--- config.mk ---
export PLATFORM = sky130hd
export DESIGN_NAME = premultiplied_source_over_blender
export DESIGN_NICKNAME = d
export VERILOG_FILES = /design/src/design/psob_pkg.sv /design/src/design/premultiplied_source_over_blender.sv
export SDC_FILE = /design/constraint.sdc
export NUM_CORES = 2
export LEC_CHECK = 0
export BUFFER_PORTS_ARGS = -buffer_cell sky130_fd_sc_hd__buf_2
export CORE_ASPECT_RATIO = 1.2
export CORE_MARGIN = 5
export CORE_UTILIZATION = 45
export DETAILED_ROUTE_END_ITERATION = 7
export GPL_ROUTABILITY_DRIVEN = 0
export SETUP_SLACK_MARGIN = 0.15
export SLEW_MARGIN = 20
export SYNTH_ARGS = -nofsm -noshare
export SYNTH_HDL_FRONTEND = slang
export SYNTH_MEMORY_MAX_BITS = 65536
export SYNTH_SLANG_ARGS = --single-unit
--- constraint.sdc ---
create_clock -name clock -period 4.39 [get_ports clock]
set_input_delay 0.439 -clock clock [delete_from_list [all_inputs] [get_ports clock]]
set_output_delay 0.439 -clock clock [all_outputs]
set_load 0.005 [all_outputs]
--- src/design/psob_pkg.sv ---
// Package for the premultiplied source-over blender: payload structs, command and
// register codes, the sRGB-to-linear table and the shared arithmetic helpers.
// No dependencies.
`timescale 1ns / 1ps

package psob_pkg;

   // Pipeline depth: accept edge to result cycle
   localparam int DEPTH = 10;

   typedef enum logic [1:0] {
      CMD_STRAIGHT = 2'd0,
      CMD_SRGB     = 2'd1,
      CMD_COVERAGE = 2'd2,
      CMD_SOLID    = 2'd3
   } blend_cmd_type;

   typedef enum logic [1:0] {
      REG_FILL_RED   = 2'd0,
      REG_FILL_GREEN = 2'd1,
      REG_FILL_BLUE  = 2'd2,
      REG_FILL_ALPHA = 2'd3
   } reg_index_type;

   localparam logic [7:0] FILL_COLOR_RESET = 8'd0;
   localparam logic [7:0] FILL_ALPHA_RESET = 8'd255;
   localparam logic [7:0] FULL_SCALE       = 8'd255;

   typedef struct packed {
      logic [1:0] command;
      logic [7:0] src_red;
      logic [7:0] src_green;
      logic [7:0] src_blue;
      logic [7:0] src_alpha;
      logic [7:0] coverage;
      logic [7:0] dst_red;
      logic [7:0] dst_green;
      logic [7:0] dst_blue;
      logic [7:0] dst_alpha;
   } req_type;

   typedef struct packed {
      logic [7:0] out_red;
      logic [7:0] out_green;
      logic [7:0] out_blue;
      logic [7:0] out_alpha;
   } rsp_type;

   // round(255 * lin(i / 255)) for the sRGB transfer curve
   localparam logic [7:0] SRGB_LUT [0:255] = '{
      8'd0,   8'd0,   8'd0,   8'd0,   8'd0,   8'd0,   8'd0,   8'd1,
      8'd1,   8'd1,   8'd1,   8'd1,   8'd1,   8'd1,   8'd1,   8'd1,
      8'd1,   8'd1,   8'd2,   8'd2,   8'd2,   8'd2,   8'd2,   8'd2,
      8'd2,   8'd2,   8'd3,   8'd3,   8'd3,   8'd3,   8'd3,   8'd3,
      8'd4,   8'd4,   8'd4,   8'd4,   8'd4,   8'd5,   8'd5,   8'd5,
      8'd5,   8'd6,   8'd6,   8'd6,   8'd6,   8'd7,   8'd7,   8'd7,
      8'd8,   8'd8,   8'd8,   8'd8,   8'd9,   8'd9,   8'd9,   8'd10,
      8'd10,  8'd10,  8'd11,  8'd11,  8'd12,  8'd12,  8'd12,  8'd13,
      8'd13,  8'd13,  8'd14,  8'd14,  8'd15,  8'd15,  8'd16,  8'd16,
      8'd17,  8'd17,  8'd17,  8'd18,  8'd18,  8'd19,  8'd19,  8'd20,
      8'd20,  8'd21,  8'd22,  8'd22,  8'd23,  8'd23,  8'd24,  8'd24,
      8'd25,  8'd25,  8'd26,  8'd27,  8'd27,  8'd28,  8'd29,  8'd29,
      8'd30,  8'd30,  8'd31,  8'd32,  8'd32,  8'd33,  8'd34,  8'd35,
      8'd35,  8'd36,  8'd37,  8'd37,  8'd38,  8'd39,  8'd40,  8'd41,
      8'd41,  8'd42,  8'd43,  8'd44,  8'd45,  8'd45,  8'd46,  8'd47,
      8'd48,  8'd49,  8'd50,  8'd51,  8'd51,  8'd52,  8'd53,  8'd54,
      8'd55,  8'd56,  8'd57,  8'd58,  8'd59,  8'd60,  8'd61,  8'd62,
      8'd63,  8'd64,  8'd65,  8'd66,  8'd67,  8'd68,  8'd69,  8'd70,
      8'd71,  8'd72,  8'd73,  8'd74,  8'd76,  8'd77,  8'd78,  8'd79,
      8'd80,  8'd81,  8'd82,  8'd84,  8'd85,  8'd86,  8'd87,  8'd88,
      8'd90,  8'd91,  8'd92,  8'd93,  8'd95,  8'd96,  8'd97,  8'd99,
      8'd100, 8'd101, 8'd103, 8'd104, 8'd105, 8'd107, 8'd108, 8'd109,
      8'd111, 8'd112, 8'd114, 8'd115, 8'd116, 8'd118, 8'd119, 8'd121,
      8'd122, 8'd124, 8'd125, 8'd127, 8'd128, 8'd130, 8'd131, 8'd133,
      8'd134, 8'd136, 8'd138, 8'd139, 8'd141, 8'd142, 8'd144, 8'd146,
      8'd147, 8'd149, 8'd151, 8'd152, 8'd154, 8'd156, 8'd157, 8'd159,
      8'd161, 8'd163, 8'd164, 8'd166, 8'd168, 8'd170, 8'd171, 8'd173,
      8'd175, 8'd177, 8'd179, 8'd181, 8'd183, 8'd184, 8'd186, 8'd188,
      8'd190, 8'd192, 8'd194, 8'd196, 8'd198, 8'd200, 8'd202, 8'd204,
      8'd206, 8'd208, 8'd210, 8'd212, 8'd214, 8'd216, 8'd218, 8'd220,
      8'd222, 8'd224, 8'd226, 8'd229, 8'd231, 8'd233, 8'd235, 8'd237,
      8'd239, 8'd242, 8'd244, 8'd246, 8'd248, 8'd250, 8'd253, 8'd255
   };

   // (prod + 127) / 255 for a product of two bytes, with no divider:
   // floor(x / 255) == (x + 1 + (x >> 8)) >> 8 for x below 65536
   function automatic logic [7:0] mul8_round(input logic [15:0] prod);
      logic [16:0] x;
      logic [16:0] y;
      x = {1'b0, prod} + 17'd127;
      y = x + 17'd1 + {8'b0, x[16:8]};
      return y[15:8];
   endfunction

   // One restoring division step: returns {quotient bit, new remainder}
   function automatic logic [8:0] div_step(input logic [7:0] rem, input logic next_bit,
                                           input logic [7:0] divisor);
      logic [8:0] t;
      logic [8:0] d;
      t = {rem, next_bit};
      d = {1'b0, divisor};
      if (t >= d) begin
         return {1'b1, 8'(t - d)};
      end else begin
         return {1'b0, t[7:0]};
      end
   endfunction

endpackage

--- src/design/premultiplied_source_over_blender.sv ---
// Premultiplied source-over blender, top level: ten-stage pixel pipeline and fill registers.
// Depends on psob_pkg.
// A beat accepted at a clock edge passes down every stage and shows on rsp_* for one cycle.
// Throughput: one beat per cycle; busy stays low, and the receiver cannot stall.
// Depth is set by the sRGB unpremultiply divider (two quotient bits per stage, four
// stages) followed by the table lookup and the remultiply and blend multiply stages.
// Reset (synchronous, active high) empties the pipeline and loads the fill registers.
`timescale 1ns / 1ps

module premultiplied_source_over_blender (
   input  logic              clock,
   input  logic              reset,
   input  logic              start,
   output logic              busy,
   input  psob_pkg::req_type req_payload,
   output logic              rsp_strobe,
   output psob_pkg::rsp_type rsp_payload,
   input  logic              csr_write_enable,
   input  logic [1:0]        csr_index,
   input  logic [7:0]        csr_write_data
);
   import psob_pkg::*;

   // Everything one beat carries down the pipe. Each stage fills in its own fields;
   // fields that no later stage reads fall away in synthesis.
   typedef struct packed {
      blend_cmd_type    cmd;
      logic [7:0]       src_alpha;
      logic [3:0][7:0]  dst;          // premultiplied destination, alpha on top
      logic [2:0][15:0] straight_prod; // colour * src_alpha, straight command
      logic [2:0][7:0]  s_straight;
      logic [15:0]      cov_prod;     // fill_alpha * coverage
      logic [7:0]       fill_a;       // effective fill alpha
      logic [2:0][15:0] fill_prod;
      logic [2:0][7:0]  s_fill;
      logic [2:0][7:0]  rem;          // divider remainder per lane
      logic [2:0][7:0]  num_lo;       // numerator bits not yet shifted in
      logic [2:0][7:0]  quo;          // quotient bits so far
      logic [2:0]       clamp;        // colour at or above alpha: saturate
      logic [2:0][7:0]  lin;
      logic [2:0][15:0] lin_prod;
      logic [3:0][7:0]  src;          // premultiplied source, alpha on top
      logic [3:0][15:0] dst_prod;
      logic [3:0][7:0]  result;
   } pipe_type;

   localparam int DIV_FIRST = 2;
   localparam int DIV_LAST  = 5;

   logic [2:0][7:0] fill_color_ff;
   logic [7:0]      fill_alpha_ff;
   logic            accept;
   logic [DEPTH:1]  valid_ff;
   logic [DEPTH:1]  valid_in;
   pipe_type        st_ff [1:DEPTH];
   pipe_type        st_in [1:DEPTH];

   // No backpressure anywhere: every start is taken.
   assign busy   = 1'b0;
   assign accept = start && !busy;

   // Fill registers. The user must let writes arrive only while the pipe is empty,
   // so later stages may read them directly; the block itself does not enforce this.
   always_ff @(posedge clock) begin
      if (reset) begin
         fill_color_ff <= {3{FILL_COLOR_RESET}};
         fill_alpha_ff <= FILL_ALPHA_RESET;
      end else if (csr_write_enable) begin
         unique case (csr_index)
            REG_FILL_RED:   fill_color_ff[0] <= csr_write_data;
            REG_FILL_GREEN: fill_color_ff[1] <= csr_write_data;
            REG_FILL_BLUE:  fill_color_ff[2] <= csr_write_data;
            REG_FILL_ALPHA: fill_alpha_ff    <= csr_write_data;
            default:        fill_alpha_ff    <= fill_alpha_ff;
         endcase
      end
   end

   assign valid_in = {valid_ff[DEPTH-1:1], accept};

   always_comb begin
      logic [2:0][7:0]  src_color;
      logic [15:0]      num;
      logic [8:0]       step_res;

      src_color = {req_payload.src_blue, req_payload.src_green, req_payload.src_red};

      // Stage 1: capture the beat, form the products and the divider numerator
      // c * 255 + a / 2; its top byte is below alpha whenever colour is below alpha.
      st_in[1]           = st_ff[1];
      st_in[1].cmd       = blend_cmd_type'(req_payload.command);
      st_in[1].src_alpha = req_payload.src_alpha;
      st_in[1].dst       = {req_payload.dst_alpha, req_payload.dst_blue,
                            req_payload.dst_green, req_payload.dst_red};
      st_in[1].cov_prod  = 16'(fill_alpha_ff) * 16'(req_payload.coverage);
      for (int i = 0; i < 3; i++) begin
         st_in[1].straight_prod[i] = 16'(src_color[i]) * 16'(req_payload.src_alpha);
         num = {src_color[i], 8'b0} - 16'(src_color[i]) + 16'(req_payload.src_alpha[7:1]);
         st_in[1].rem[i]    = num[15:8];
         st_in[1].num_lo[i] = num[7:0];
         st_in[1].quo[i]    = '0;
         st_in[1].clamp[i]  = src_color[i] >= req_payload.src_alpha;
      end

      for (int s = 2; s <= DEPTH; s++) begin
         st_in[s] = st_ff[s-1];
      end

      // Stages 2 to 5: two quotient bits per stage in each colour lane
      for (int s = DIV_FIRST; s <= DIV_LAST; s++) begin
         for (int i = 0; i < 3; i++) begin
            for (int k = 0; k < 2; k++) begin
               step_res = div_step(st_in[s].rem[i], st_in[s].num_lo[i][7],
                                   st_in[s].src_alpha);
               st_in[s].rem[i]    = step_res[7:0];
               st_in[s].quo[i]    = {st_in[s].quo[i][6:0], step_res[8]};
               st_in[s].num_lo[i] = {st_in[s].num_lo[i][6:0], 1'b0};
            end
         end
      end

      // Stage 2: round the straight products; scale fill alpha by coverage for CMD_COVERAGE
      for (int i = 0; i < 3; i++) begin
         st_in[2].s_straight[i] = mul8_round(st_ff[1].straight_prod[i]);
      end
      st_in[2].fill_a = (st_ff[1].cmd == CMD_COVERAGE) ? mul8_round(st_ff[1].cov_prod)
                                                       : fill_alpha_ff;

      // Stage 3: fill colour times effective alpha
      for (int i = 0; i < 3; i++) begin
         st_in[3].fill_prod[i] = 16'(fill_color_ff[i]) * 16'(st_ff[2].fill_a);
      end

      // Stage 4: round the fill products
      for (int i = 0; i < 3; i++) begin
         st_in[4].s_fill[i] = mul8_round(st_ff[3].fill_prod[i]);
      end

      // Stage 6: saturate the unpremultiplied colour and linearize it
      for (int i = 0; i < 3; i++) begin
         st_in[6].lin[i] = SRGB_LUT[st_ff[5].clamp[i] ? FULL_SCALE : st_ff[5].quo[i]];
      end

      // Stage 7: premultiply the linear colour again
      for (int i = 0; i < 3; i++) begin
         st_in[7].lin_prod[i] = 16'(st_ff[6].lin[i]) * 16'(st_ff[6].src_alpha);
      end

      // Stage 8: pick the premultiplied source for this command
      unique case (st_ff[7].cmd)
         CMD_STRAIGHT: begin
            st_in[8].src = {st_ff[7].src_alpha, st_ff[7].s_straight};
         end
         CMD_SRGB: begin
            st_in[8].src[3] = st_ff[7].src_alpha;
            for (int i = 0; i < 3; i++) begin
               st_in[8].src[i] = mul8_round(st_ff[7].lin_prod[i]);
            end
         end
         CMD_COVERAGE, CMD_SOLID: begin
            st_in[8].src = {st_ff[7].fill_a, st_ff[7].s_fill};
         end
         default: begin
            st_in[8].src = '0;
         end
      endcase

      // Stage 9: destination times inverse source alpha
      for (int k = 0; k < 4; k++) begin
         st_in[9].dst_prod[k] = 16'(st_ff[8].dst[k]) * 16'(FULL_SCALE - st_ff[8].src[3]);
      end

      // Stage 10: add the source; the sum wraps at eight bits
      for (int k = 0; k < 4; k++) begin
         st_in[10].result[k] = st_ff[9].src[k] + mul8_round(st_ff[9].dst_prod[k]);
      end
   end

   // Valid bits: the only control state of the pipe
   always_ff @(posedge clock) begin
      if (reset) begin
         valid_ff <= '0;
      end else begin
         valid_ff <= valid_in;
      end
   end

   // Payload: advance every cycle, no reset needed
   always_ff @(posedge clock) begin
      for (int s = 1; s <= DEPTH; s++) begin
         st_ff[s] <= st_in[s];
      end
   end

   assign rsp_strobe            = valid_ff[DEPTH];
   assign rsp_payload.out_red   = st_ff[DEPTH].result[0];
   assign rsp_payload.out_green = st_ff[DEPTH].result[1];
   assign rsp_payload.out_blue  = st_ff[DEPTH].result[2];
   assign rsp_payload.out_alpha = st_ff[DEPTH].result[3];

endmodule

# After elaboration in Yosys (flattened, before gate mapping)
# Memories as Yosys holds them, arrays and structs flattened.
# Cells that the tools add are included.
# word_totals
rom_bits	6144
n_memories	4
ram_bits	4850
ff_bits	42
output_inout_bits	34
# mem_list
name	depth	word_bits	rd	rd_ports_with_merged_regs	write_ports	line	source
st_ff	10	485	10	0	10	premultiplied_source_over_blender.sv:55	pipe_type st_ff [1:DEPTH];
(no name shown)	256	8	1	0	0	premultiplied_source_over_blender.sv:141	st_in[6].lin[i] = SRGB_LUT[st_ff[5].clamp[i] ? FULL_SCALE : st_ff[5].quo[i]];
(no name shown)	256	8	1	0	0	premultiplied_source_over_blender.sv:141	
(no name shown)	256	8	1	0	0	premultiplied_source_over_blender.sv:141	
# classes
mul	14
magnitude_cmp	30
n_eq_ne	7
n_reduce_logical	7
n_addsub	77
bitwise_logic	3
muxes	35
# op_table
operator	count
16-bit by 7-bit adder with 17-bit output, second input constant	14
16-bit by 1-bit adder with 16-bit output, second input constant	14
16-bit by 9-bit adder with 16-bit output	14
9-bit by 8-bit >= comparator with 1-bit output	24
9-bit 2-to-1 mux	24
8-bit subtractor	24
8-bit by 8-bit multiplier with 16-bit output	10
32-bit case mux with 3 select lines	1
8-bit 2-to-1 mux	10
16-bit by 7-bit adder with 16-bit output	3
8-bit by 16-bit multiplier with 16-bit output	3
16-bit by 8-bit subtractor with 16-bit output	3
8-bit adder	4
9-bit >= comparator, second input constant	3
8-bit NOT with 9-bit output	3
8-bit >= comparator	3
9-bit by 9-bit multiplier with 16-bit output	1
2-bit == test, second input constant	5
8-bit by 8-bit subtractor with 9-bit output, first input constant	1
2-bit AND reduction	4
2-bit by 1-bit == test with 1-bit output, second input constant	2
2-bit zero test	2
2-bit OR reduction	1

# Logic depth before layout (Yosys ltp)
# An unclocked memory read counts as a cell.
# depth
ltp_word	6
ltp_mapped	23

# Least setup slack after synthesis
# OpenSTA, ideal clock, no wires.
# synth_path
kind	reg-to-reg
from	memory st_ff[3][476] (netlist name)
to	memory st_ff[4][268] (netlist name)
stages_incl_launch_ff	22
arrival_ns	4.658
path_buffers	1
path_slack_ns	-0.388
cell_sequence	dfxtp_1 inv_1 ha_1 nor2b_1 o21ai_2 a21boi_0 o21ai_0 a21boi_1 o21a_1 o22a_1 clkbuf_1 mux2i_1 ha_1 nor2b_1 o21ai_0 a21boi_0 o21ai_0 a21boi_0 o21ai_0 a31oi_1 a311oi_4 mux2_2
# synth_rtl
element	line
start: declaration	premultiplied_source_over_blender.sv:55

==> flow_summary_export.csv <==
group,metric,value,unit
cts,clock_latency,0.79,ns
grt,antenna_found_initial,12,
drt,drc_errors,0,
logic_synthesis,syn_inst,8501,
power_and_ir_drop,ir_drop,0.849,mV
setup_path,crit_path_max_fanout,5,
logic_synthesis,synth_cell_types,103,
run_status,status,"complete, but fails checks",
worst_hold_path,hold_path_depth,2,
grt,overflow,0,
floorplan,core-area,177000,µm²
floorplan,pin_count,122,
power_and_ir_drop,total_power,80.6,mW
setup_path,path_class,"reg2reg",
logic_synthesis,synth_edf_count,0,
run_status,violations,"negative setup slack",
cts,htree_levels,4,
setup_path,worstRegToRegCells,19,
logic_synthesis,synth_flop_cell,"dfxtp_1",
sta,tightest_slew,1.10,ns
grt,top_usage_layer,"met2",
setup_path,crit_path_end_kind,"register",
logic_synthesis,synth_warnings,0,
cts,clkSlewWorstSetupHoldPaths,0.06,ns
logic_synthesis,yosys-top-cells-area,"dfxtp_1 31%, ha_1 15%, fa_1 13%, inv_1 5.3%, xnor2_1 4.2%",
drt,avgViaCountPerCell,5.14,
placement,post-dp-hpwl,147000,µm
grt,gr-usage-met1,24.0,%
logic_synthesis,postSynthNetCount,10100,
sta,tns,-0.181,ns
worst_hold_path,hold_path.class,"in2reg",
cts,cts_buffers,132,
logic_synthesis,synth-async-reset-ratio,0,%
setup_path,cpPeakStageDelay,0.51,ns
power_and_ir_drop,power_leakage,46.8,nW
sta,rsz0062_at_grt,"yes",
grt,use_met2,37.1,%
sta,finalCriticalPeriod,4.43,ns
floorplan,start_util,45.1,%
sta,setup_ws,-0.0404,ns
drt,drt_iter0_markers,3118,
final_layout,layout_commonest_cell,"dfxtp_1",
placement,post-place-ws,-0.370,ns
final_layout,num-fill-cells,15200,
sta,slew_viol_final,0,
final_layout,area_growth_syn_to_layout,24.3,%
sta,final_hold_viol_count,0,
floorplan,die_area,186000,µm²
sta,fin_crit_sh,101,%
cts,clk_path_buf_depth,3,
grt,use_met3,2.71,%
grt,grt_max_degree,43,
final_layout,finish.utilization,56.1,%
final_layout,drive_gt1_share,22.3,%
sta,fin_skew,0.0486,ns
placement,placed_area,88100,µm²
worst_hold_path,worstHoldStart,"req_payload[48]",
drt,postRouteAntennaNets,0,
setup_path,r2r_start,"st_ff[8][121]",
setup_path,worstPathRequired,5.06,ns
logic_synthesis,yosysTopAreaCell,"dfxtp_1",
final_layout,multi_input_area,53600,µm²
floorplan,rows,169,
setup_path,worst-r2r-setup-slack,-0.04,ns
grt,grt_pass1_vias,62700,
cts,cts.sinks,1231,
logic_synthesis,yosys_register_bits,1231,
final_layout,nNetsFinal,11000,
grt,grt_pass1_wl,314000,µm
drt,dr.pass1.iters,6,
drt,vias,61000,
worst_hold_path,min_to,"st_ff[1][427]",
placement,dpl.cell_count,11300,
final_layout,final_cell_mix,"1167 x dfxtp_1, 1048 x inv_1, 875 x ha_1",
final_layout,regArea,24800,µm²
setup_path,crit_slowest_cell,"fa_1",
sta,timing.hold.ws,0.0940,ns
drt,avgRoutedWirePerCell,16.5,µm
setup_path,cp-start-kind,"register",
floorplan,die-width,394,µm
final_layout,layout.cells.non_filler,11900,
cts,cts_tree,"built",
setup_path,r2r-end,"st_ff[9][95]",
grt,track_usage,20.3,%
sta,max_freq,0.226,GHz
floorplan,dieHeight,471,µm
drt,routed_wl,196000,µm
logic_synthesis,synth_top_cell_area_share,30.9,%
final_layout,design_area,99100,µm²
placement,portBuffers,120,
power_and_ir_drop,p_per_area,814,nW/µm²
logic_synthesis,syn_avg_cell_area,9.38,µm²
logic_synthesis,syn_area,79700,µm²
cts,cts-root-buf,"clkbuf_16",
setup_path,crit_chain,"buf_12 > nand2b_4 > fa_1 > fa_1 > inv_2 > ha_4 > inv_2 > fa_1 > inv_1 > ha_1 > a21o_1 > a21oi_2 > o21ai_1 > a21oi_1 > nand2b_4 > a21boi_2 > o31a_1 > o41ai_2 > xnor2_1",
sta,slew_headroom,26.2,%
sta,setup_viol,8,
setup_path,arrival,5.10,ns
run,drv_cap,0,
logic_synthesis,ys_seq_area_share,30.9,%
setup_path,cpMostUsedCell,"fa_1",
-- cell type report --
class / instances / share of cell area [%]
Tap cell: 2308 / 2.91
Timing Repair Buffer: 1051 / 8.94
Sequential cell: 1231 / 25.0
Multi-Input combinational cell: 5908 / 54.0
Clock inverter: 74 / 1.18
Antenna cell: 1 / 0.00252
Clock buffer: 167 / 3.65
Inverter: 1130 / 4.29
-- logic make-up after synthesis --
| kind of cell | Yosys count | synth area share (%) |
|---|---|---|
| DFF | 1231 | 30.9 |
| adders and majority gates | 1501 | 28.6 |
| muxes | 204 | 2.79 |
| and+or+nand+nor | 2419 | 15.1 |
| xor gates and xnor gates | 536 | 5.89 |
| buffers and inverters | 1362 | 6.42 |
| other | 1 | 0.00470 |
| AOI/OAI and AO/OA | 1247 | 10.3 |
-- cells in the mapped netlist, types with 70 or more instances --
cell type,instances
a21oi_1,277
nand4_1,72
nor3_1,100
inv_1,1118
a21o_1,73
nand2_1,690
nand2b_1,185
mux2_2,143
and2_1,266
o21ai_0,361
dfxtp_1,1231
clkbuf_1,210
fa_1,533
nor2b_1,217
xor2_1,156
nor2_1,584
a21boi_0,86
ha_1,966
xnor2_1,380
nand3_1,70
-- state kept, by name, indices dropped and copies added, names as in the netlist --
register       cells
fill_color_ff     24
fill_alpha_ff      8
st_ff           1189
valid_ff          10
-- power breakdown --
| part | total, mW | switching [mW] | internal [mW] |
|---|---|---|---|
| sequential | 17.1 | 2.28 | 14.8 |
| clock | 11.8 | 4.85 | 7.00 |
| combinational | 51.7 | 25.3 | 26.4 |
| total | 80.6 | 32.4 | 48.2 |
-- per-layer routing --
metal	wire length, µm	vias up
met5	25	-
met4	8130	4
met3	7290	483
met2	101000	1405
met1	80400	29300
li1	-	29800
-- worst max-delay path by stage --
stage	from	end	slack, ns	cells past startpoint
floorplan	st_ff[3][476]	st_ff[4][260]	-0.05	21
global placement	req_payload[42]	st_ff[1][442]	-0.27	16
detailed placement	req_payload[42]	st_ff[1][442]	-0.37	16
CTS	st_ff[8][120]	st_ff[9][95]	-0.02	19
global route	st_ff[9][69]	st_ff[10][23]	-0.21	21
finish	st_ff[8][121]	st_ff[9][95]	-0.04	19
-- worst max-delay path, delay by kind of cell, from the launching register on --
kind / cells / cell delay [ns]
and+or+nand+nor: 2 / 0.30
adders and majority gates: 5 / 1.98
xor gates and xnor gates: 1 / 0.11
DFF: 1 / 0.39
buffers and inverters: 4 / 0.29
AOI/OAI and AO/OA: 7 / 1.24
-- repair_timing --
item                                    in CTS  in global routing
buffers inserted                           149                111
endpoints found under the setup margin     139                157
gates resized for setup                    337                503
endpoints found under the hold margin       71                  0
hold buffers                                46                  0
pin swaps                                  245                325
cloned                                       4                 14
(Power assumes the default switching activity.)
